===== config.mk =====
export PLATFORM = sky130hd
export DESIGN_NAME = bvs_front
export DESIGN_NICKNAME = d
export VERILOG_FILES = /design/src/hw/rtl/bvs_pkg.sv /design/src/hw/rtl/bvs_front.sv
export SDC_FILE = /design/constraint.sdc
export NUM_CORES = 1
export LEC_CHECK = 0
export BUFFER_PORTS_ARGS = -buffer_cell sky130_fd_sc_hd__buf_2
export CAP_MARGIN = 15
export CORE_ASPECT_RATIO = 0.5
export CORE_UTILIZATION = 65
export DETAILED_ROUTE_END_ITERATION = 12
export PLACE_DENSITY = 0.84
export SLEW_MARGIN = 20
export SYNTH_ARGS = -nofsm -noshare
export SYNTH_HDL_FRONTEND = slang
export SYNTH_SLANG_ARGS = --single-unit

===== constraint.sdc =====
create_clock -name clk_i -period 4.5 [get_ports clk_i]
set_input_delay 0.45 -clock clk_i [delete_from_list [all_inputs] [get_ports clk_i]]
set_output_delay 0.45 -clock clk_i [all_outputs]
set_load 0.01 [all_outputs]

===== src/hw/rtl/bvs_pkg.sv =====
// ----------------------------------------------------------------------------
// Block voltage statistics: shared package
// Field widths, register indexes, saturation limits and the result record.
// ----------------------------------------------------------------------------
`default_nettype none

package bvs_pkg;

  localparam int unsigned UV_W   = 23;
  localparam int unsigned SUM_W  = 56;
  localparam int unsigned CNT_W  = 32;
  localparam int unsigned ACC_W  = 64;
  localparam int unsigned RUN_W  = 8;
  localparam int unsigned CFG_W  = 13;
  localparam int unsigned IDX_W  = 8;
  localparam int unsigned DIVQ_W = 64;
  localparam int unsigned DIVD_W = 32;

  localparam logic [UV_W-1:0]  UV_MAX      = '1;
  localparam logic [IDX_W-1:0] CFG_REF_MV  = 8'd0;
  localparam logic [IDX_W-1:0] CFG_RUN_LIM = 8'd1;

  localparam logic [9:0]       MV_TO_UV         = 10'd1000;
  localparam logic [UV_W-1:0]  REF_SCALE_RESET  = 23'd3300000;
  localparam logic [RUN_W-1:0] RUN_LIMIT_RESET  = 8'd5;

  typedef struct packed {
    logic [RUN_W-1:0] run_number;
    logic [UV_W-1:0]  max_uv;
    logic [UV_W-1:0]  min_uv;
    logic [UV_W-1:0]  mean_uv;
    logic [UV_W-1:0]  stddev_uv;
    logic             final_run;
  } result_t;

endpackage

`default_nettype wire


===== src/hw/rtl/bvs_front.sv =====
// ----------------------------------------------------------------------------
// Block voltage statistics: front end
// Scales each ADC code to microvolts and queues it for the back end.
// ----------------------------------------------------------------------------
`default_nettype none

module bvs_front #(
  parameter int unsigned CODE_BITS = 12
) (
  input  wire logic                     clk_i,
  input  wire logic                     rst_ni,
  input  wire logic                     in_valid_i,
  output logic                          in_stall_o,
  input  wire logic [CODE_BITS-1:0]     sample_code_i,
  input  wire logic [bvs_pkg::UV_W-1:0] ref_scale_i,
  output logic                          q_valid_o,
  input  wire logic                     q_stall_i,
  output logic [bvs_pkg::UV_W-1:0]      q_uv_o
);
  import bvs_pkg::*;

  localparam int unsigned DEPTH = 4;
  localparam int unsigned PTR_W = $clog2(DEPTH);
  localparam int unsigned CNT_B = $clog2(DEPTH + 1);

  logic [CODE_BITS+UV_W-1:0] prod;
  logic [UV_W-1:0]           uv;
  logic [UV_W-1:0]           slot_q [DEPTH];
  logic [PTR_W-1:0]          wr_q, wr_d, rd_q, rd_d;
  logic [CNT_B-1:0]          cnt_q, cnt_d;
  logic                      push, pop;

  // The scale already holds ref * 1000, so the shift is the divide by 2^CODE_BITS.
  assign prod = (CODE_BITS+UV_W)'(sample_code_i) * (CODE_BITS+UV_W)'(ref_scale_i);
  assign uv   = prod[CODE_BITS +: UV_W];

  assign in_stall_o = (cnt_q == CNT_B'(DEPTH));
  assign q_valid_o  = (cnt_q != '0);
  assign q_uv_o     = slot_q[rd_q];
  assign push       = in_valid_i && !in_stall_o;
  assign pop        = q_valid_o && !q_stall_i;

  always_comb begin
    wr_d  = push ? wr_q + 1'b1 : wr_q;
    rd_d  = pop ? rd_q + 1'b1 : rd_q;
    cnt_d = cnt_q + CNT_B'(push) - CNT_B'(pop);
  end

  always_ff @(posedge clk_i or negedge rst_ni) begin
    if (!rst_ni) begin
      wr_q  <= '0;
      rd_q  <= '0;
      cnt_q <= '0;
    end else begin
      wr_q  <= wr_d;
      rd_q  <= rd_d;
      cnt_q <= cnt_d;
    end
  end

  always_ff @(posedge clk_i) begin
    if (push) begin
      slot_q[wr_q] <= uv;
    end
  end

endmodule

`default_nettype wire


# ---- Word level (Yosys, flattened, before mapping)
# Memories as Yosys holds them, arrays and structs flattened.
# Cells that the tools add are included.
# Widths: inputs -> output; s select.
dict set report word_totals {
  reg_bits 7
  ramBits 92
  inputBits 39
  out_inout_bits 25
  elab_cells 17
  n_memories 1
}
# name depth word_bits rd rd_clocked_by_memory_dff write_ports line
set mem_list {}
lappend mem_list {slot_q 4 23 1 0 1 bvs_front.sv:28} ;# logic [UV_W-1:0] slot_q [DEPTH];
dict set report classes {
  n_addsub 4
  multipliers 1
  eq_ne 1
  n_mux 2
  reduce_logical 5
}
# op n
set op_table {}
lappend op_table {{$mul 12x23->35} 1}
lappend op_table {{$add 2x1->2 const B} 2}
lappend op_table {{$add 3x1->3} 1}
lappend op_table {{$eq 3x3->1 const B} 1}
lappend op_table {{$reduce_bool 3->1} 1}
lappend op_table {{$sub 3x1->3} 1}
lappend op_table {{$logic_and 1x1->1} 2}
lappend op_table {{$logic_not 1->1} 2}
lappend op_table {{$mux 1} 2}

# ---- Longest topological paths before layout
dict set report logic_depth {
  ltp_word 5
  ltp_mapped 21
  mapped_depth_nobuf 20
}

# ---- Worst setup path after synthesis
# OpenSTA, ideal clock, no wires.
dict set report synth_path {
  path_type {input port to flip-flop}
  start {input sample_code_i[3]}
  end {memory slot_q[0][22] (data pin)}
  setup_time_ns 0.272
  arrival_time_ns 5.242
  required_ns 4.228
  path_slack_ns -1.013
  stages 19
  n_path_buf 1
  path_cell_list {clkbuf_1 nand2_1 fa_1 fa_1 inv_1 fa_1 fa_1 inv_1 fa_1 inv_1 ha_1 a21o_1 o21a_1 o41ai_2 o21ai_2 a211oi_2 o32ai_2 a21oi_2 xnor2_1}
}
dict set report synth_between {
  elab_chain_len 1
}
# item line
set synth_lines {}
lappend synth_lines {{from (decl)} bvs_front.sv:14} ;# input wire logic [CODE_BITS-1:0] sample_code_i,
lappend synth_lines {{$mul 12x23->35} bvs_front.sv:34} ;# assign prod = (CODE_BITS+UV_W)'(sample_code_i) * (CODE_BITS+UV_W)'(ref_scale_i);
lappend synth_lines {{named net prod[34]} bvs_front.sv:26} ;# logic [CODE_BITS+UV_W-1:0] prod;
lappend synth_lines {{to (decl)} bvs_front.sv:28}
# The timed path passes the listed nets, and every way through them passes these cells.

# ---- Worst setup path after layout
dict set report layout_path {
  start {input ref_scale_i[15] (netlist bit)}
  end {memory slot_q[2][22] (data pin)}
}
dict set report layout_between {
  elab_chain_len 1
}
# item line
set layout_lines {}
lappend layout_lines {{from (decl)} bvs_front.sv:15} ;# input wire logic [bvs_pkg::UV_W-1:0] ref_scale_i,
lappend layout_lines {{$mul 12x23->35} bvs_front.sv:34}
lappend layout_lines {{named net prod[34]} bvs_front.sv:26}
# The timed path passes the listed nets, and every way through them passes these cells.

==> impl.org <==
** Floorplanning
- The floorplan has 34 rows.
- The floorplan step defined a die boundary enclosing 0.0190 mm2.
- Die extent in x :: slightly below 200 um
- Total I/O pin count :: 64
- For this configuration, the core starts out at a cell density of between 60% and 70%.
- Placeable core area :: 0.0177 mm2
- The die is 98.0 um tall.

** Global routing
- The number of antenna violations at the first check in global routing came to 3.
- The via count of the first global-routing pass came to 10000.
- Global routing consumed, over all layers together, around 37% of the routing resources.
- The first global-routing pass estimated around 54000 um of wire.
- Entering global routing, the biggest net connects 26 pins.
- Global route total overflow :: 0

** Cells and area
- Of the cells placed in the final design, the portion with a size suffix greater than 1 is between 30% and 40%.
- After routing the design area is between 0.015 and 0.02 mm2.
- The layout has between 800 and 900 filler cells.
- Number of nets in the layout :: roughly 1600
- Area taken by multi-input logic gates :: 0.00882 mm2
- Layout overhead on the synthesized area :: 26.5%
- Sequential cell area in the final layout :: approximately 0.003 mm2
- Leaving out filler cells and counting taps, the final layout contains about 1500.

** STA
- Clock tree skew after final layout :: between 0.009 and 0.01 ns
- Number of hold violations in the final report :: 0
- Dividing the final minimum period by the clock period gives 126%.
- The routed design could run at a clock period as short as between 5 and 6 ns.
- At the pin with the least slew margin, the transition time is ~0.66 ns.
- Max Transition Viols Final :: 0
- Measured against its own limit, the worst slew margin works out to between 50 and 60%.
- Setup repair after global routing could not meet its margin everywhere.
- Worst path setup slack after routing :: -1.15 ns
- Setup violations remaining at the end of the flow were counted as 92.
- Achievable clock frequency :: approximately 0.18 GHz

** Route
- Detailed-route wire length :: 35900 um
- After detailed routing, the average wire length per cell comes to between 20 and 25 um.
- DR DRC count :: 0
- The first detailed-routing pass ran for 7 iterations.
- Detail-routed via count per cell :: 6.15
- Routed length on met2 :: between 15000 and 20000 um
- After detailed routing, no signal wire sits above met4.
- Once detail routing completed, the nets flagged for antenna violations numbered 0.
- The detailed router finished its first iteration with 861 violations.
- The detailed router put a total of 12900 um of wire on met1.
- Met3 layer wire length in the routed design :: approximately 3600 um
- Via count :: 9451

** Synth
- Sequential elements use about a quarter of the synthesized area.
- The share of synthesized area in the top cell type comes to 35.1%.
- For this run, asynchronously set or reset flops after synthesis account for 7.07%.
- Synth warn :: 0
- The netlist uses 52 different library cells.
- In the synthesized netlist the dominant register cell turns out to be sky130_fd_sc_hd__edfxtp_1.
- Top cell type by total area after synthesis :: sky130_fd_sc_hd__fa_1
- Post-Syn Area :: approximately 0.012 mm2
- Most area-consuming cells after synthesis :: sky130_fd_sc_hd__fa_1, sky130_fd_sc_hd__edfxtp_1, sky130_fd_sc_hd__ha_1
- After technology mapping, the gate count stands at 1128.
- The number of nets handed over by synthesis was 1452.
- The average instance in the mapped netlist occupies approximately 11 um2.
- Post-synth EDFFs :: between 90 and 100
- Synthesis inferred 99 register bits.

** Flow run
- Number of max-cap violations :: 0

** Min path
- Hold Path Stages :: 3
- The startpoint identified for the worst hold timing path is q_stall_i.
- Worst min-delay path category :: in -> reg
- WHS Endpoint :: rd_q[0]

** Worst setup path
- R2R Path End :: cnt_q[2]
- The critical path in this run is classified as in -> reg.
- Setup slack on the worst flop-to-flop path :: about 2.1 ns
- Data arrival, critical path :: between 5 and 6 ns
- The worst setup path is launched from a primary input.
- Measured in cells, the most critical reg-to-reg path has a length of 10.
- Along the worst path, the maximum fanout reaches 5.
- Worst reg2reg startpoint :: cnt_q[2]
- Worst endpoint required time :: about 4.6 ns
- CP Capture Type :: flip-flop

** Place
- Count of input and output buffers :: between 60 and 70
- Once placement completed, the tool counted placed cells totaling 1492.
- Routability Congestion :: between 0.9 and 1
- Area after DPL :: 0.0136 mm2
- DPL Wire Length :: 23600 um
- Prior to clock tree synthesis, the placed netlist has a worst setup slack of -1.22 ns.

** CTS
- Number of CTS-inserted buffers :: 9
- In this run the deepest clock path goes through 2 buffers.
- Sinks on the clock net :: ~100
- The clock reaches the later pin of the worst-skew pair after between 0.3 and 0.4 ns.
- TritonCTS built the clock tree.
- After clock tree synthesis, the clock-pin slew on the worst setup and hold paths is 0.06 ns.
- The root buffer cell chosen for the clock tree is sky130_fd_sc_hd__clkbuf_16.
- Number of H-tree levels :: 3

** Status
- Outcome :: complete, but fails checks
- The final reports fail on setup timing.
## synth_stat cells, types with 2 or more instances
master,instances
sky130_fd_sc_hd__inv_1,241
sky130_fd_sc_hd__and2_1,89
sky130_fd_sc_hd__clkbuf_1,52
sky130_fd_sc_hd__edfxtp_1,92
sky130_fd_sc_hd__a31oi_1,2
sky130_fd_sc_hd__fa_1,210
sky130_fd_sc_hd__a21o_1,4
sky130_fd_sc_hd__nand4_1,7
sky130_fd_sc_hd__a32oi_1,2
sky130_fd_sc_hd__o21ai_0,11
sky130_fd_sc_hd__ha_1,75
sky130_fd_sc_hd__a211oi_2,2
sky130_fd_sc_hd__nand3_1,4
sky130_fd_sc_hd__dfrtp_1,7
sky130_fd_sc_hd__nand4b_1,2
sky130_fd_sc_hd__nor2_1,12
sky130_fd_sc_hd__nand2_1,203
sky130_fd_sc_hd__xnor2_1,20
sky130_fd_sc_hd__nand2b_1,2
sky130_fd_sc_hd__xor2_1,8
sky130_fd_sc_hd__mux4_2,23
sky130_fd_sc_hd__nor2b_1,7
sky130_fd_sc_hd__o21ai_2,2
sky130_fd_sc_hd__a21oi_1,23
## state kept, by name (all words and copies together) (netlist names)
register and count:
cnt_q 3, wr_q 2, slot_q 92, rd_q 2
## worst max-delay path: stages
cell and delay (ns):
sky130_fd_sc_hd__buf_2 0.15, sky130_fd_sc_hd__nand2_1 0.11, sky130_fd_sc_hd__fa_1 0.56, sky130_fd_sc_hd__inv_1 0.07, sky130_fd_sc_hd__fa_1 0.59, sky130_fd_sc_hd__fa_1 0.47, sky130_fd_sc_hd__fa_1 0.65, sky130_fd_sc_hd__inv_1 0.11
sky130_fd_sc_hd__fa_1 0.51, sky130_fd_sc_hd__inv_2 0.06, sky130_fd_sc_hd__ha_4 0.23, sky130_fd_sc_hd__a211oi_4 0.25, sky130_fd_sc_hd__nand2_1 0.15, sky130_fd_sc_hd__o41ai_4 0.39, sky130_fd_sc_hd__o21ai_4 0.14, sky130_fd_sc_hd__a211oi_4 0.33
sky130_fd_sc_hd__o32ai_4 0.16, sky130_fd_sc_hd__a21oi_2 0.20, sky130_fd_sc_hd__xnor2_2 0.13
## worst max-delay path by stage
| stage | start | to | slack [ns] |
|---|---|---|---|
| after floorplan | sample_code_i[11] | slot_q[0][22] | -0.63 |
| after global placement | sample_code_i[6] | slot_q[0][20] | -1.08 |
| after detailed placement | sample_code_i[6] | slot_q[3][18] | -1.22 |
| after CTS | sample_code_i[5] | slot_q[0][21] | -0.73 |
| after global routing | ref_scale_i[15] | slot_q[0][22] | -1.24 |
| final | ref_scale_i[15] | slot_q[2][22] | -1.15 |
## per-layer routing
metal,vias up,track usage [%]
li1,3800,-
met5,-,0
met3,216,6.84
met2,739,63.4
met1,4696,48.1
met4,0,14.5
## per-stage QoR
step / hold WS [ns] / util (%) / setup TNS [ns]
3_3_place_gp: 0.287 / 76.8 / -79.12
6_report: 0.429 / 85.6 / -69.16
3_5_place_dp: 0.293 / 76.8 / -90.33
2_1_floorplan: 0.154 / - / -29.53
4_1_cts: 0.414 / 82.5 / -42.53
5_1_grt: 0.442 / 85.6 / -78.37
## final cells by class
class                   count  share of cell area [%]
clock buffers              14                    1.89
clock inverters             2                   0.107
repair buffers            210                    12.4
inverters                 241                    5.97
well taps                 234                    1.93
flip-flops and latches     99                    19.4
diodes                      3                  0.0495
multi-input cells         733                    58.2
## layout by cell type (no fill, tap or decap), types with 8 or more instances in the layout
cell / instances
sky130_fd_sc_hd__edfxtp_1: 92
sky130_fd_sc_hd__ha_4: 10
sky130_fd_sc_hd__buf_4: 130
sky130_fd_sc_hd__and2_1: 78
sky130_fd_sc_hd__xnor2_2: 8
sky130_fd_sc_hd__fa_2: 21
sky130_fd_sc_hd__buf_12: 18
sky130_fd_sc_hd__buf_2: 40
sky130_fd_sc_hd__inv_1: 226
sky130_fd_sc_hd__ha_1: 63
sky130_fd_sc_hd__nand2_2: 17
sky130_fd_sc_hd__fa_1: 189
sky130_fd_sc_hd__and2_4: 8
sky130_fd_sc_hd__a21oi_1: 12
sky130_fd_sc_hd__buf_6: 13
sky130_fd_sc_hd__mux4_2: 23
sky130_fd_sc_hd__inv_2: 15
sky130_fd_sc_hd__clkbuf_16: 14
sky130_fd_sc_hd__nand2_1: 181
## what timing repair did
action	4_1_cts	5_1_grt
cloned	4	3
buffers inserted	12	13
pin swaps	29	45
gates resized for setup	113	88
hold endpoints to repair	7	0
hold buffers	1	0
setup endpoints to repair	92	92
## cells by family (layout without fill, tap and decap cells)
kind of cell,after synthesis,count (layout),share of synthesized area (%)
other,0,3,0
buffers and inverters,296,467,9.35
xor gates and xnor gates,28,28,2.05
DFF,99,99,24.5
adders and majority gates,285,285,42.9
muxes,24,24,4.41
AOI/OAI and AO/OA,59,59,3.43
and+or+nand+nor,337,337,13.3
Power is not shown: default switching activity piles up to over one toggle a cycle in this logic, so the estimate is an artifact.
