`src/hw/rtl/bvs_pkg.sv`:
```
// ----------------------------------------------------------------------------
// Block voltage statistics: shared package
// Field widths, register indexes, saturation limits and the result record.
// ----------------------------------------------------------------------------
`default_nettype none

package bvs_pkg;

  localparam int unsigned UV_W   = 23;
  localparam int unsigned SUM_W  = 56;
  localparam int unsigned CNT_W  = 32;
  localparam int unsigned ACC_W  = 64;
  localparam int unsigned RUN_W  = 8;
  localparam int unsigned CFG_W  = 13;
  localparam int unsigned IDX_W  = 8;
  localparam int unsigned DIVQ_W = 64;
  localparam int unsigned DIVD_W = 32;

  localparam logic [UV_W-1:0]  UV_MAX      = '1;
  localparam logic [IDX_W-1:0] CFG_REF_MV  = 8'd0;
  localparam logic [IDX_W-1:0] CFG_RUN_LIM = 8'd1;

  localparam logic [9:0]       MV_TO_UV         = 10'd1000;
  localparam logic [UV_W-1:0]  REF_SCALE_RESET  = 23'd3300000;
  localparam logic [RUN_W-1:0] RUN_LIMIT_RESET  = 8'd5;

  typedef struct packed {
    logic [RUN_W-1:0] run_number;
    logic [UV_W-1:0]  max_uv;
    logic [UV_W-1:0]  min_uv;
    logic [UV_W-1:0]  mean_uv;
    logic [UV_W-1:0]  stddev_uv;
    logic             final_run;
  } result_t;

endpackage

`default_nettype wire

```
`src/hw/rtl/bvs_div.sv`:
```
// ----------------------------------------------------------------------------
// Block voltage statistics: shared divider
// Restoring divider, one quotient bit per cycle, 64-bit by 32-bit.
// ----------------------------------------------------------------------------
`default_nettype none

module bvs_div (
  input  wire logic                       clk_i,
  input  wire logic                       rst_ni,
  input  wire logic                       start_i,
  input  wire logic [bvs_pkg::DIVQ_W-1:0] dividend_i,
  input  wire logic [bvs_pkg::DIVD_W-1:0] divisor_i,
  output logic                            done_o,
  output logic [bvs_pkg::DIVQ_W-1:0]      quotient_o
);
  import bvs_pkg::*;

  localparam int unsigned STEP_W = $clog2(DIVQ_W);

  logic [DIVQ_W-1:0] quo_q;
  logic [DIVD_W-1:0] rem_q;
  logic [STEP_W-1:0] step_q;
  logic              busy_q, done_q;
  logic [DIVD_W:0]   rem_sh, rem_sub;
  logic              ge;

  assign rem_sh  = {rem_q, quo_q[DIVQ_W-1]};
  assign rem_sub = rem_sh - {1'b0, divisor_i};
  assign ge      = (rem_sh >= {1'b0, divisor_i});

  always_ff @(posedge clk_i or negedge rst_ni) begin
    if (!rst_ni) begin
      busy_q <= 1'b0;
      done_q <= 1'b0;
      step_q <= '0;
    end else begin
      done_q <= 1'b0;
      if (start_i) begin
        busy_q <= 1'b1;
        step_q <= '1;
      end else if (busy_q) begin
        step_q <= step_q - 1'b1;
        if (step_q == '0) begin
          busy_q <= 1'b0;
          done_q <= 1'b1;
        end
      end
    end
  end

  always_ff @(posedge clk_i) begin
    if (start_i) begin
      quo_q <= dividend_i;
      rem_q <= '0;
    end else if (busy_q) begin
      quo_q <= {quo_q[DIVQ_W-2:0], ge};
      rem_q <= ge ? rem_sub[DIVD_W-1:0] : rem_sh[DIVD_W-1:0];
    end
  end

  assign done_o     = done_q;
  assign quotient_o = quo_q;

endmodule

`default_nettype wire

```
`src/hw/rtl/bvs_back.sv`:
```
// ----------------------------------------------------------------------------
// Block voltage statistics: back end
// Keeps the running statistics and the block store, and closes each block
// with a mean division, a deviation sweep, a variance division and a root.
// ----------------------------------------------------------------------------
`default_nettype none

module bvs_back #(
  parameter int unsigned BLOCK_SIZE = 64
) (
  input  wire logic                      clk_i,
  input  wire logic                      rst_ni,
  input  wire logic                      q_valid_i,
  output logic                           q_stall_o,
  input  wire logic [bvs_pkg::UV_W-1:0]  q_uv_i,
  input  wire logic [bvs_pkg::RUN_W-1:0] run_limit_i,
  output logic                           out_valid_o,
  input  wire logic                      out_stall_i,
  output bvs_pkg::result_t               result_o
);
  import bvs_pkg::*;

  localparam int unsigned AW = $clog2(BLOCK_SIZE);

  localparam logic [3:0] S_RUN    = 4'd0;
  localparam logic [3:0] S_MSTART = 4'd1;
  localparam logic [3:0] S_MEAN   = 4'd2;
  localparam logic [3:0] S_SWEEP  = 4'd3;
  localparam logic [3:0] S_VSTART = 4'd4;
  localparam logic [3:0] S_VAR    = 4'd5;
  localparam logic [3:0] S_SQRT   = 4'd6;
  localparam logic [3:0] S_OUT    = 4'd7;

  logic [3:0]       state_q;
  logic [AW-1:0]    fill_q, rd_addr_q;
  logic             issued_q, v1_q, v2_q, rd_en;
  logic [UV_W-1:0]  mem_q [BLOCK_SIZE];
  logic [UV_W-1:0]  rdata_q, max_q, min_q, mean_q, dev;
  logic [SUM_W-1:0] sum_q;
  logic [SUM_W:0]   sum_add;
  logic [CNT_W-1:0] cnt_q;
  logic [2*UV_W-1:0] sq_q;
  logic [ACC_W-1:0] acc_q;
  logic [ACC_W:0]   acc_add;
  logic [ACC_W-1:0] rem_q, root_q, bit_q, trial;
  logic [RUN_W-1:0] run_q, run_next;
  logic             accept, last, div_start, div_done, load_out;
  logic [DIVQ_W-1:0] div_dividend, div_quo;
  result_t          res_q;
  logic             out_valid_q;

  assign q_stall_o = (state_q != S_RUN);
  assign accept    = q_valid_i && (state_q == S_RUN);
  assign last      = (fill_q == AW'(BLOCK_SIZE - 1));
  assign sum_add   = {1'b0, sum_q} + (SUM_W+1)'(q_uv_i);
  assign rd_en     = (state_q == S_SWEEP) && !issued_q;
  assign dev       = (rdata_q >= mean_q) ? rdata_q - mean_q : mean_q - rdata_q;
  assign acc_add   = {1'b0, acc_q} + (ACC_W+1)'(sq_q);
  assign trial     = root_q + bit_q;
  assign run_next  = run_q + 1'b1;
  assign load_out  = (state_q == S_OUT) && (!out_valid_q || !out_stall_i);

  assign div_start    = (state_q == S_MSTART) || (state_q == S_VSTART);
  assign div_dividend = (state_q == S_MSTART) ? DIVQ_W'(sum_q) : acc_q;

  bvs_div u_div (
    .clk_i      (clk_i),
    .rst_ni     (rst_ni),
    .start_i    (div_start),
    .dividend_i (div_dividend),
    .divisor_i  (cnt_q),
    .done_o     (div_done),
    .quotient_o (div_quo)
  );

  always_ff @(posedge clk_i) begin
    if (accept) begin
      mem_q[fill_q] <= q_uv_i;
    end
    if (rd_en) begin
      rdata_q <= mem_q[rd_addr_q];
    end
  end

  always_ff @(posedge clk_i or negedge rst_ni) begin
    if (!rst_ni) begin
      state_q     <= S_RUN;
      fill_q      <= '0;
      max_q       <= '0;
      min_q       <= UV_MAX;
      sum_q       <= '0;
      cnt_q       <= '0;
      acc_q       <= '0;
      run_q       <= '0;
      rd_addr_q   <= '0;
      issued_q    <= 1'b0;
      v1_q        <= 1'b0;
      v2_q        <= 1'b0;
      out_valid_q <= 1'b0;
    end else begin
      v1_q <= rd_en;
      v2_q <= v1_q;
      if (v2_q) begin
        acc_q <= acc_add[ACC_W] ? '1 : acc_add[ACC_W-1:0];
      end
      if (load_out) begin
        out_valid_q <= 1'b1;
      end else if (!out_stall_i) begin
        out_valid_q <= 1'b0;
      end
      case (state_q)
        S_RUN: begin
          if (accept) begin
            if (q_uv_i > max_q) max_q <= q_uv_i;
            if (q_uv_i < min_q) min_q <= q_uv_i;
            sum_q <= sum_add[SUM_W] ? '1 : sum_add[SUM_W-1:0];
            if (cnt_q != '1) cnt_q <= cnt_q + 1'b1;
            if (last) begin
              fill_q  <= '0;
              state_q <= S_MSTART;
            end else begin
              fill_q <= fill_q + 1'b1;
            end
          end
        end
        S_MSTART: state_q <= S_MEAN;
        S_MEAN: begin
          if (div_done) begin
            rd_addr_q <= '0;
            issued_q  <= 1'b0;
            state_q   <= S_SWEEP;
          end
        end
        S_SWEEP: begin
          if (rd_en) begin
            rd_addr_q <= rd_addr_q + 1'b1;
            if (rd_addr_q == AW'(BLOCK_SIZE - 1)) issued_q <= 1'b1;
          end
          // Leave once the last square has gone into the accumulator.
          if (issued_q && !v1_q && !v2_q) state_q <= S_VSTART;
        end
        S_VSTART: state_q <= S_VAR;
        S_VAR:    if (div_done) state_q <= S_SQRT;
        S_SQRT:   if (bit_q == '0) state_q <= S_OUT;
        S_OUT: begin
          if (load_out) begin
            run_q   <= run_next;
            state_q <= S_RUN;
          end
        end
        default: state_q <= S_RUN;
      endcase
    end
  end

  // Payload side of the close sequence.
  always_ff @(posedge clk_i) begin
    if (state_q == S_MEAN && div_done) begin
      mean_q <= (div_quo[DIVQ_W-1:UV_W] != '0) ? UV_MAX : div_quo[UV_W-1:0];
    end
    if (v1_q) begin
      sq_q <= (2*UV_W)'(dev) * (2*UV_W)'(dev);
    end
    if (state_q == S_VAR && div_done) begin
      rem_q  <= div_quo;
      root_q <= '0;
      bit_q  <= ACC_W'(1) << (ACC_W - 2);
    end else if (state_q == S_SQRT && bit_q != '0) begin
      if (rem_q >= trial) begin
        rem_q  <= rem_q - trial;
        root_q <= (root_q >> 1) + bit_q;
      end else begin
        root_q <= root_q >> 1;
      end
      bit_q <= bit_q >> 2;
    end
    if (load_out) begin
      res_q.run_number <= run_next;
      res_q.max_uv     <= max_q;
      res_q.min_uv     <= min_q;
      res_q.mean_uv    <= mean_q;
      res_q.stddev_uv  <= (root_q[ACC_W-1:UV_W] != '0) ? UV_MAX : root_q[UV_W-1:0];
      res_q.final_run  <= (run_next >= run_limit_i);
    end
  end

  assign out_valid_o = out_valid_q;
  assign result_o    = res_q;

endmodule

`default_nettype wire

```
`config.mk`:
```
export PLATFORM = sky130hd
export DESIGN_NAME = bvs_back
export DESIGN_NICKNAME = d
export VERILOG_FILES = /design/src/hw/rtl/bvs_pkg.sv /design/src/hw/rtl/bvs_div.sv /design/src/hw/rtl/bvs_back.sv
export SDC_FILE = /design/constraint.sdc
export NUM_CORES = 2
export LEC_CHECK = 0
export BUFFER_PORTS_ARGS = -buffer_cell sky130_fd_sc_hd__buf_2
export CAP_MARGIN = 10
export CORE_MARGIN = 5
export CORE_UTILIZATION = 35
export DETAILED_ROUTE_END_ITERATION = 10
export MAX_ROUTING_LAYER = met4
export PLACE_DENSITY = 0.56
export SLEW_MARGIN = 20
export SYNTH_ARGS = -nofsm -noshare
export SYNTH_HDL_FRONTEND = slang
export SYNTH_SLANG_ARGS = --single-unit
```
`constraint.sdc`:
```
create_clock -name clk_i -period 15.9 [get_ports clk_i]
set_clock_uncertainty 0.05 [all_clocks]
set_input_delay 0.795 -clock clk_i [delete_from_list [all_inputs] [get_ports clk_i]]
set_output_delay 0.795 -clock clk_i [all_outputs]
set_load 0.01 [all_outputs]
```
**Word level (Yosys, flattened, before mapping)**

Memories as Yosys holds them, arrays and structs flattened. A register that Yosys moved wholly into a read port is not among the register bits.
Cells that the tools add are included.

- Flip-flop bits (word level): 660
- Bits in latches: 0
- Bits in writable memories: 1472
- ROM bits: 0
- Input bits: 35
- Output and inout bits: 103
- Word-level logic and storage cells: 144
- Memories: 1

Memories:

| memory | depth | width | read ports | clocked after memory_dff | wr ports | line | source |
|---|---|---|---|---|---|---|---|
| mem_q | 64 | 23 | 1 | 1 | 1 | bvs_back.sv:37 | `logic [UV_W-1:0] mem_q [BLOCK_SIZE];` |

- Add/sub/neg operators: 13
- Multipliers: 1
- Divide/modulo/power cells: 0
- Order comparisons: 6
- Equality and inequality tests: 20
- Shift operators: 0
- Muxes and demuxes: 39
- Bitwise gates (word level): 0
- Reduce and logical (&&, ||, !) cells: 35

Operator list:

| cell | count |
|---|---|
| 64-bit two-way mux | 8 |
| 41-bit nonzero test | 2 |
| 64-bit by 46-bit adder with 65-bit output | 1 |
| 63-bit by 63-bit adder with 64-bit output | 1 |
| 64-bit by 63-bit adder with 64-bit output | 1 |
| 64-bit >= comparator | 1 |
| 64-bit zero test | 1 |
| 64-bit nonzero test | 1 |
| 64-bit subtractor | 1 |
| 56-bit by 23-bit adder with 57-bit output | 1 |
| 56-bit two-way mux | 1 |
| 23-bit by 23-bit multiplier with 46-bit output | 1 |
| 23-bit subtractor | 2 |
| 33-bit by 32-bit >= comparator with 1-bit output | 1 |
| 32-bit by 1-bit adder with 32-bit output (second input constant) | 1 |
| 32-bit two-way mux | 1 |
| 32-bit inequality test (second input constant) | 1 |
| 4-bit one-hot mux with 8 select lines | 1 |
| 32-bit subtractor | 1 |
| 6-bit two-way mux | 5 |
| 4-bit two-way mux | 7 |
| 23-bit >= comparator | 1 |
| 23-bit > comparator | 1 |
| 23-bit < comparator | 1 |
| 25 further kinds | 71 |

**Depth between registers and ports, before layout**

- Word-level depth: 5
- Mapped depth: 42
- Gate-level depth less buffers: 38

**By module**

A second synthesis with hierarchy kept.

- Cell total of the unflattened synthesis: 8356
- Area, all modules: 113955.5 um^2

By module, submodules not included:

| module | instances | cells an instance | area each (um^2) | seq. area each (um^2) |
|---|---|---|---|---|
| bvs_back | 1 | 7709 | 107434.3 | 59470.8 |
| bvs_div | 1 | 647 | 6521.3 | 2762.6 |

**Least setup slack after synthesis**

No wires, ideal clock.

- Kind: flip-flop to flip-flop
- From: register mean_q[4]
- To: register sq_q[45] (data pin)
- Setup time: 268 ps
- Arrival: 8960 ps
- Required time: 15582 ps
- Path slack: 6622 ps
- Stages on the path, launching flop included: 38
- Buffers on the path: 4
- Clock period less this slack: 9278 ps
- Path through: edfxtp_1 -> ha_1 -> buf_6 -> a21oi_2 -> o21ai_1 -> or2_1 -> a41oi_2 -> a211oi_2 -> or2_4 -> buf_6 -> a21o_1 -> a21o_1 -> xnor2_4 -> buf_2 -> nand2_1 -> fa_1 -> inv_1 -> fa_1 -> [... 2 more ...] -> inv_1 -> fa_1 -> fa_1 -> fa_1 -> inv_1 -> fa_1 -> inv_1 -> ha_1 -> clkbuf_1 -> and4_1 -> a221o_1 -> a221o_1 -> o21ai_1 -> a211oi_1 -> nor3_1 -> o21ai_0 -> o21ai_0 -> xnor3_1

- Cells in the longest elaborated chain, start to end: 3
- Elaborated cells between the ends (all ways): 5
- Those cells by class: add/sub (2); mul (1); order compare (1); mux (1)

Ends and longest elaborated chain:

| element | line | source |
|---|---|---|
| start: declaration | bvs_back.sv:38 | `logic [UV_W-1:0] rdata_q, max_q, min_q, mean_q, dev;` |
| start signal: assignment | bvs_back.sv:159 | `mean_q <= (div_quo[DIVQ_W-1:UV_W] != '0) ? UV_MAX : div_quo[UV_W-1:0];` |
| 23-bit subtractor or 23-bit >= comparator (tied branches) | bvs_back.sv:57 | `assign dev = (rdata_q >= mean_q) ? rdata_q - mean_q : mean_q - rdata_q;` |
| 23-bit two-way mux (*) | bvs_back.sv:57 |  |
| 23-bit by 23-bit multiplier with 46-bit output (*) | bvs_back.sv:162 | `sq_q <= (2*UV_W)'(dev) * (2*UV_W)'(dev);` |
| end signal: assignment | bvs_back.sv:162 |  |
| end: declaration | bvs_back.sv:42 | `logic [2*UV_W-1:0] sq_q;` |

Every way passes the cells marked *; elsewhere a longest branch is shown, timed or not.
A chain may end at the register's enable or synchronous reset.

**Final worst setup path**

- From: register mean_q[3]
- To: register sq_q[36] (data pin)

Same word-level chain as after synthesis.

==> flow_results.xml <==
<?xml version="1.0" encoding="UTF-8"?>
<metrics>
  <group name="yosys">
    <metric name="synth_top_family_by_area" unit="">adder cells</metric>
    <metric name="synth-xor-area-share" unit="">0.0305</metric>
    <metric name="yosys_warnings" unit="">0</metric>
    <metric name="dominant_synthesized_flop_cell" unit="">edfxtp_1</metric>
    <metric name="yosys.area_share.adder" unit="">0.122</metric>
    <metric name="syn-cell-area" unit="µm²">116000</metric>
    <metric name="synth.ff_latch_count" unit="">2153</metric>
    <metric name="synth_area_per_cell" unit="µm²">13.4</metric>
    <metric name="synth_nets" unit="">9572</metric>
    <metric name="seq_area_frac_synth" unit="">0.539</metric>
    <metric name="post_synth_inst_count" unit="">8641</metric>
    <metric name="synth-compound-area-share" unit="">0.0846</metric>
    <metric name="synth.lib_cells_used.distinct" unit="">113</metric>
    <metric name="synthSimpleGateAreaFrac" unit="">0.0783</metric>
    <metric name="synthArstFlopShare" unit="">0.108</metric>
    <metric name="synth-edff-count" unit="">1792</metric>
    <metric name="share_of_synthesized_area_spent_on_multiplexers" unit="">0.110</metric>
  </group>
  <group name="routing">
    <metric name="route.final.wire_length" unit="µm">332000</metric>
    <metric name="drc" unit="">0</metric>
    <metric name="dr.first_iter.drc_count" unit="">6778</metric>
    <metric name="antenna_left" unit="">0</metric>
    <metric name="drt_pre_antenna_iters" unit="">6</metric>
    <metric name="wl_per_cell" unit="µm">24.8</metric>
    <metric name="vias" unit="">72700</metric>
    <metric name="route.detailed.vias_per_inst" unit="">5.43</metric>
  </group>
  <group name="power_and_ir_drop">
    <metric name="intPower" unit="mW">9.33</metric>
    <metric name="net_switching_share_of_the_total_power" unit="">0.207</metric>
    <metric name="pwr_density" unit="nW/µm²">90.7</metric>
    <metric name="ir_worst_vdd" unit="mV">0.112</metric>
    <metric name="logic_gate_share_of_total_power" unit="">0.012</metric>
    <metric name="power.net_switching" unit="mW">2.44</metric>
    <metric name="power.static_leakage" unit="nW">48.3</metric>
    <metric name="seq_power_share" unit="">0.518</metric>
    <metric name="p_clk_frac" unit="">0.470</metric>
  </group>
  <group name="flow_run">
    <metric name="drv.max_cap_violation_count" unit="">0</metric>
  </group>
  <group name="critical_path">
    <metric name="worst-endpoint-arrival" unit="ns">11.82</metric>
    <metric name="timing.critical_path.to_type" unit="">flop</metric>
    <metric name="critPathRequiredTime" unit="ns">16.57</metric>
    <metric name="regToRegSetupSlack" unit="ns">4.75</metric>
    <metric name="worst_setup_path_start_kind" unit="">flop</metric>
    <metric name="critPathMostFrequentCell" unit="">fa_1</metric>
    <metric name="critical_path.max_stage_delay" unit="ns">0.66</metric>
    <metric name="reg2reg_from" unit="">mean_q[3]</metric>
    <metric name="critical_path_class" unit="">flop to flop</metric>
    <metric name="r2r_cells" unit="">34</metric>
    <metric name="worst-path-max-fanout" unit="">21</metric>
    <metric name="crit_path_top_delay_cell" unit="">xnor2_4</metric>
    <metric name="timing.rr.end" unit="">sq_q[36]</metric>
  </group>
  <group name="die">
    <metric name="floorplan.initialDensity" unit="">0.350</metric>
    <metric name="die_ht" unit="µm">585</metric>
    <metric name="core" unit="µm²">330000</metric>
    <metric name="floorplan.io_pins" unit="">138</metric>
    <metric name="fp.dieArea" unit="µm²">342000</metric>
    <metric name="row_count" unit="">211</metric>
    <metric name="die_width" unit="µm">585</metric>
  </group>
  <group name="cts">
    <metric name="cts-htree-levels" unit="">4</metric>
    <metric name="post-cts-setup-buffer-count" unit="">0</metric>
    <metric name="clock_sink_count" unit="">2153</metric>
    <metric name="cts_buffer_depth" unit="">4</metric>
    <metric name="ctsRootBufferMaster" unit="">clkbuf_16</metric>
    <metric name="cts_made_buffers" unit="">234</metric>
    <metric name="tritoncts" unit="">done</metric>
    <metric name="clk_transition_reported_paths" unit="ns">0.06</metric>
    <metric name="clkLatencyLatePin" unit="ns">0.93</metric>
  </group>
  <group name="sta">
    <metric name="final.period_utilization" unit="">0.701</metric>
    <metric name="hold_violations" unit="">0</metric>
    <metric name="timing_worst_slew_pin_value" unit="ns">1.15</metric>
    <metric name="finalMaxSlewViolations" unit="">0</metric>
    <metric name="layout_min_cycle_time" unit="ns">11.15</metric>
    <metric name="max_freq" unit="GHz">0.0897</metric>
    <metric name="relSlewSlack" unit="">0.231</metric>
    <metric name="setup-violations-final" unit="">0</metric>
    <metric name="tns" unit="ns">0</metric>
    <metric name="rsz0062_at_grt" unit="">false</metric>
  </group>
  <group name="place">
    <metric name="post-dp-hpwl" unit="µm">223000</metric>
    <metric name="detailed_place.area" unit="µm²">122000</metric>
    <metric name="place.port_buffers" unit="">137</metric>
    <metric name="place.gp.congestion" unit="">0.913</metric>
  </group>
  <group name="cells_and_area">
    <metric name="leading_cell_type_in_the_layout_fill_and_taps_excluded" unit="">edfxtp_1</metric>
    <metric name="syn_to_final_growth" unit="%">12.3</metric>
    <metric name="mostFrequentLayoutCells" unit="">1792 x edfxtp_1, 681 x inv_1, 657 x nand2_1</metric>
    <metric name="filler_cell_count" unit="">30700</metric>
    <metric name="final_design_area_no_fill" unit="µm²">130000</metric>
    <metric name="num-nets-final" unit="">9743</metric>
    <metric name="final_core_util" unit="">0.394</metric>
    <metric name="layout-drive-gt1-share" unit="">0.161</metric>
  </group>
  <group name="hold_path">
    <metric name="hold-path-endpoint" unit="">out_valid_o</metric>
    <metric name="critical_hold_path_startpoint" unit="">out_stall_i</metric>
    <metric name="timing.hold.worst_path_depth" unit="">3</metric>
    <metric name="worst_hold_path_type" unit="">primary input to flop</metric>
  </group>
  <group name="global_route">
    <metric name="grt_max_degree" unit="">119</metric>
    <metric name="gr-total-overflow" unit="">0</metric>
    <metric name="grtUsageTotal" unit="">0.196</metric>
    <metric name="grt_pass1_wl" unit="µm">490000</metric>
    <metric name="grt_antenna_before_repair" unit="">35</metric>
    <metric name="grt_pass1_vias" unit="">73700</metric>
  </group>
  <group name="outcome">
    <metric name="outcome" unit="">finished clean</metric>
  </group>
</metrics>
-- Yosys cell counts (all sizes together), types with 172 or more instances --
library cell,n,share of area
xnor2,241,0.019
a21o,172,0.011
edfxtp,1792,0.47
nor2,574,0.019
o21ai,333,0.015
nand2,658,0.021
a21oi,440,0.019
mux4,483,0.094
ha,506,0.055
inv,696,0.023
fa,390,0.068
clkbuf,263,0.0086
dfrtp,210,0.045
-- metrics by stage --
stage / worst slack, ns / hold WS (ns) / std cells / power [mW]
after floorplan: 6.62 / 0.375 / 8641 / 6.24
after global placement: 5.05 / 0.402 / 12900 / 6.35
after detailed placement: 4.86 / 0.403 / 12900 / 6.36
after CTS: 4.83 / 0.115 / 13400 / 11.9
after global routing: 4.24 / 0.171 / 13400 / 12.1
final: 4.75 / 0.185 / 13400 / 11.8
-- repair_timing --
item                                   CTS  global route
gates resized for setup                  0             0
hold buffers                             1             0
endpoints found under the hold margin   45             0
-- critical path, delay by kind of cell, from the launching register on --
kind / cells / cell delay, ns
flip-flops: 1 / 0.41
AND/OR/NAND/NOR: 5 / 1.62
adder cells (fa/ha/maj): 9 / 4.13
multiplexers: 1 / 0.19
buffers and inverters: 5 / 0.73
XOR/XNOR: 1 / 0.66
AO/OA/AOI/OAI: 13 / 3.06
-- metal layers --
layer | GRT usage | wire, µm | vias up
met4 | 0.0567 | 11000 | 0
met2 | 0.316 | 159000 | 2395
met3 | 0.0242 | 21300 | 463
met5 | - | 0 | -
li1 | - | - | 32400
met1 | 0.263 | 141000 | 37400
-- kinds of logic after synthesis --
| kind of cell | after synthesis |
|---|---|
| compound gates | 1512 |
| xor+xnor | 387 |
| fa+ha+maj | 896 |
| buf+inv | 1086 |
| flops | 2153 |
| mux | 652 |
| simple gates | 1955 |
-- power groups by stage --
stage / logic [mW] / clock network (mW) / registers, mW
detailed placement: 0.147 / 0 / 6.21
floorplan: 0.0217 / 0 / 6.21
finish: 0.147 / 5.52 / 6.10
global placement: 0.140 / 0 / 6.21
CTS: 0.147 / 5.65 / 6.09
global route: 0.157 / 5.87 / 6.09
-- sequential cells by signal (all words and copies together), names as in the netlist, 45 cells and up --
signal and cells:
result_o 101, sum_q 56, mem_q 1472, sq_q 45, u_div.quotient_o 64, rem_q 64
root_q 64, acc_q 64
-- worst max path at each step --
stage | cells after the start | endpoint | slack (ns) | from
4_1_cts | 34 | sq_q[36] | 4.83 | mean_q[3]
2_1_floorplan | 37 | sq_q[45] | 6.62 | mean_q[4]
3_5_place_dp | 34 | sq_q[36] | 4.86 | mean_q[4]
6_report | 34 | sq_q[36] | 4.75 | mean_q[3]
5_1_grt | 35 | sq_q[36] | 4.24 | mean_q[3]
3_3_place_gp | 34 | sq_q[36] | 5.05 | mean_q[9]
-- final cells by class --
cell class,instances,area [µm²],share of cell area
multi-input cells,5402,49400,0.381
flip-flops and latches,2153,62300,0.480
repair buffers,325,2150,0.0165
diodes,18,45.0,0.000347
clock inverters,140,1390,0.0107
well taps,4366,5460,0.0421
inverters,696,2610,0.0201
clock buffers,292,6440,0.0496
Note: power is estimated with default switching activity, not from simulation.
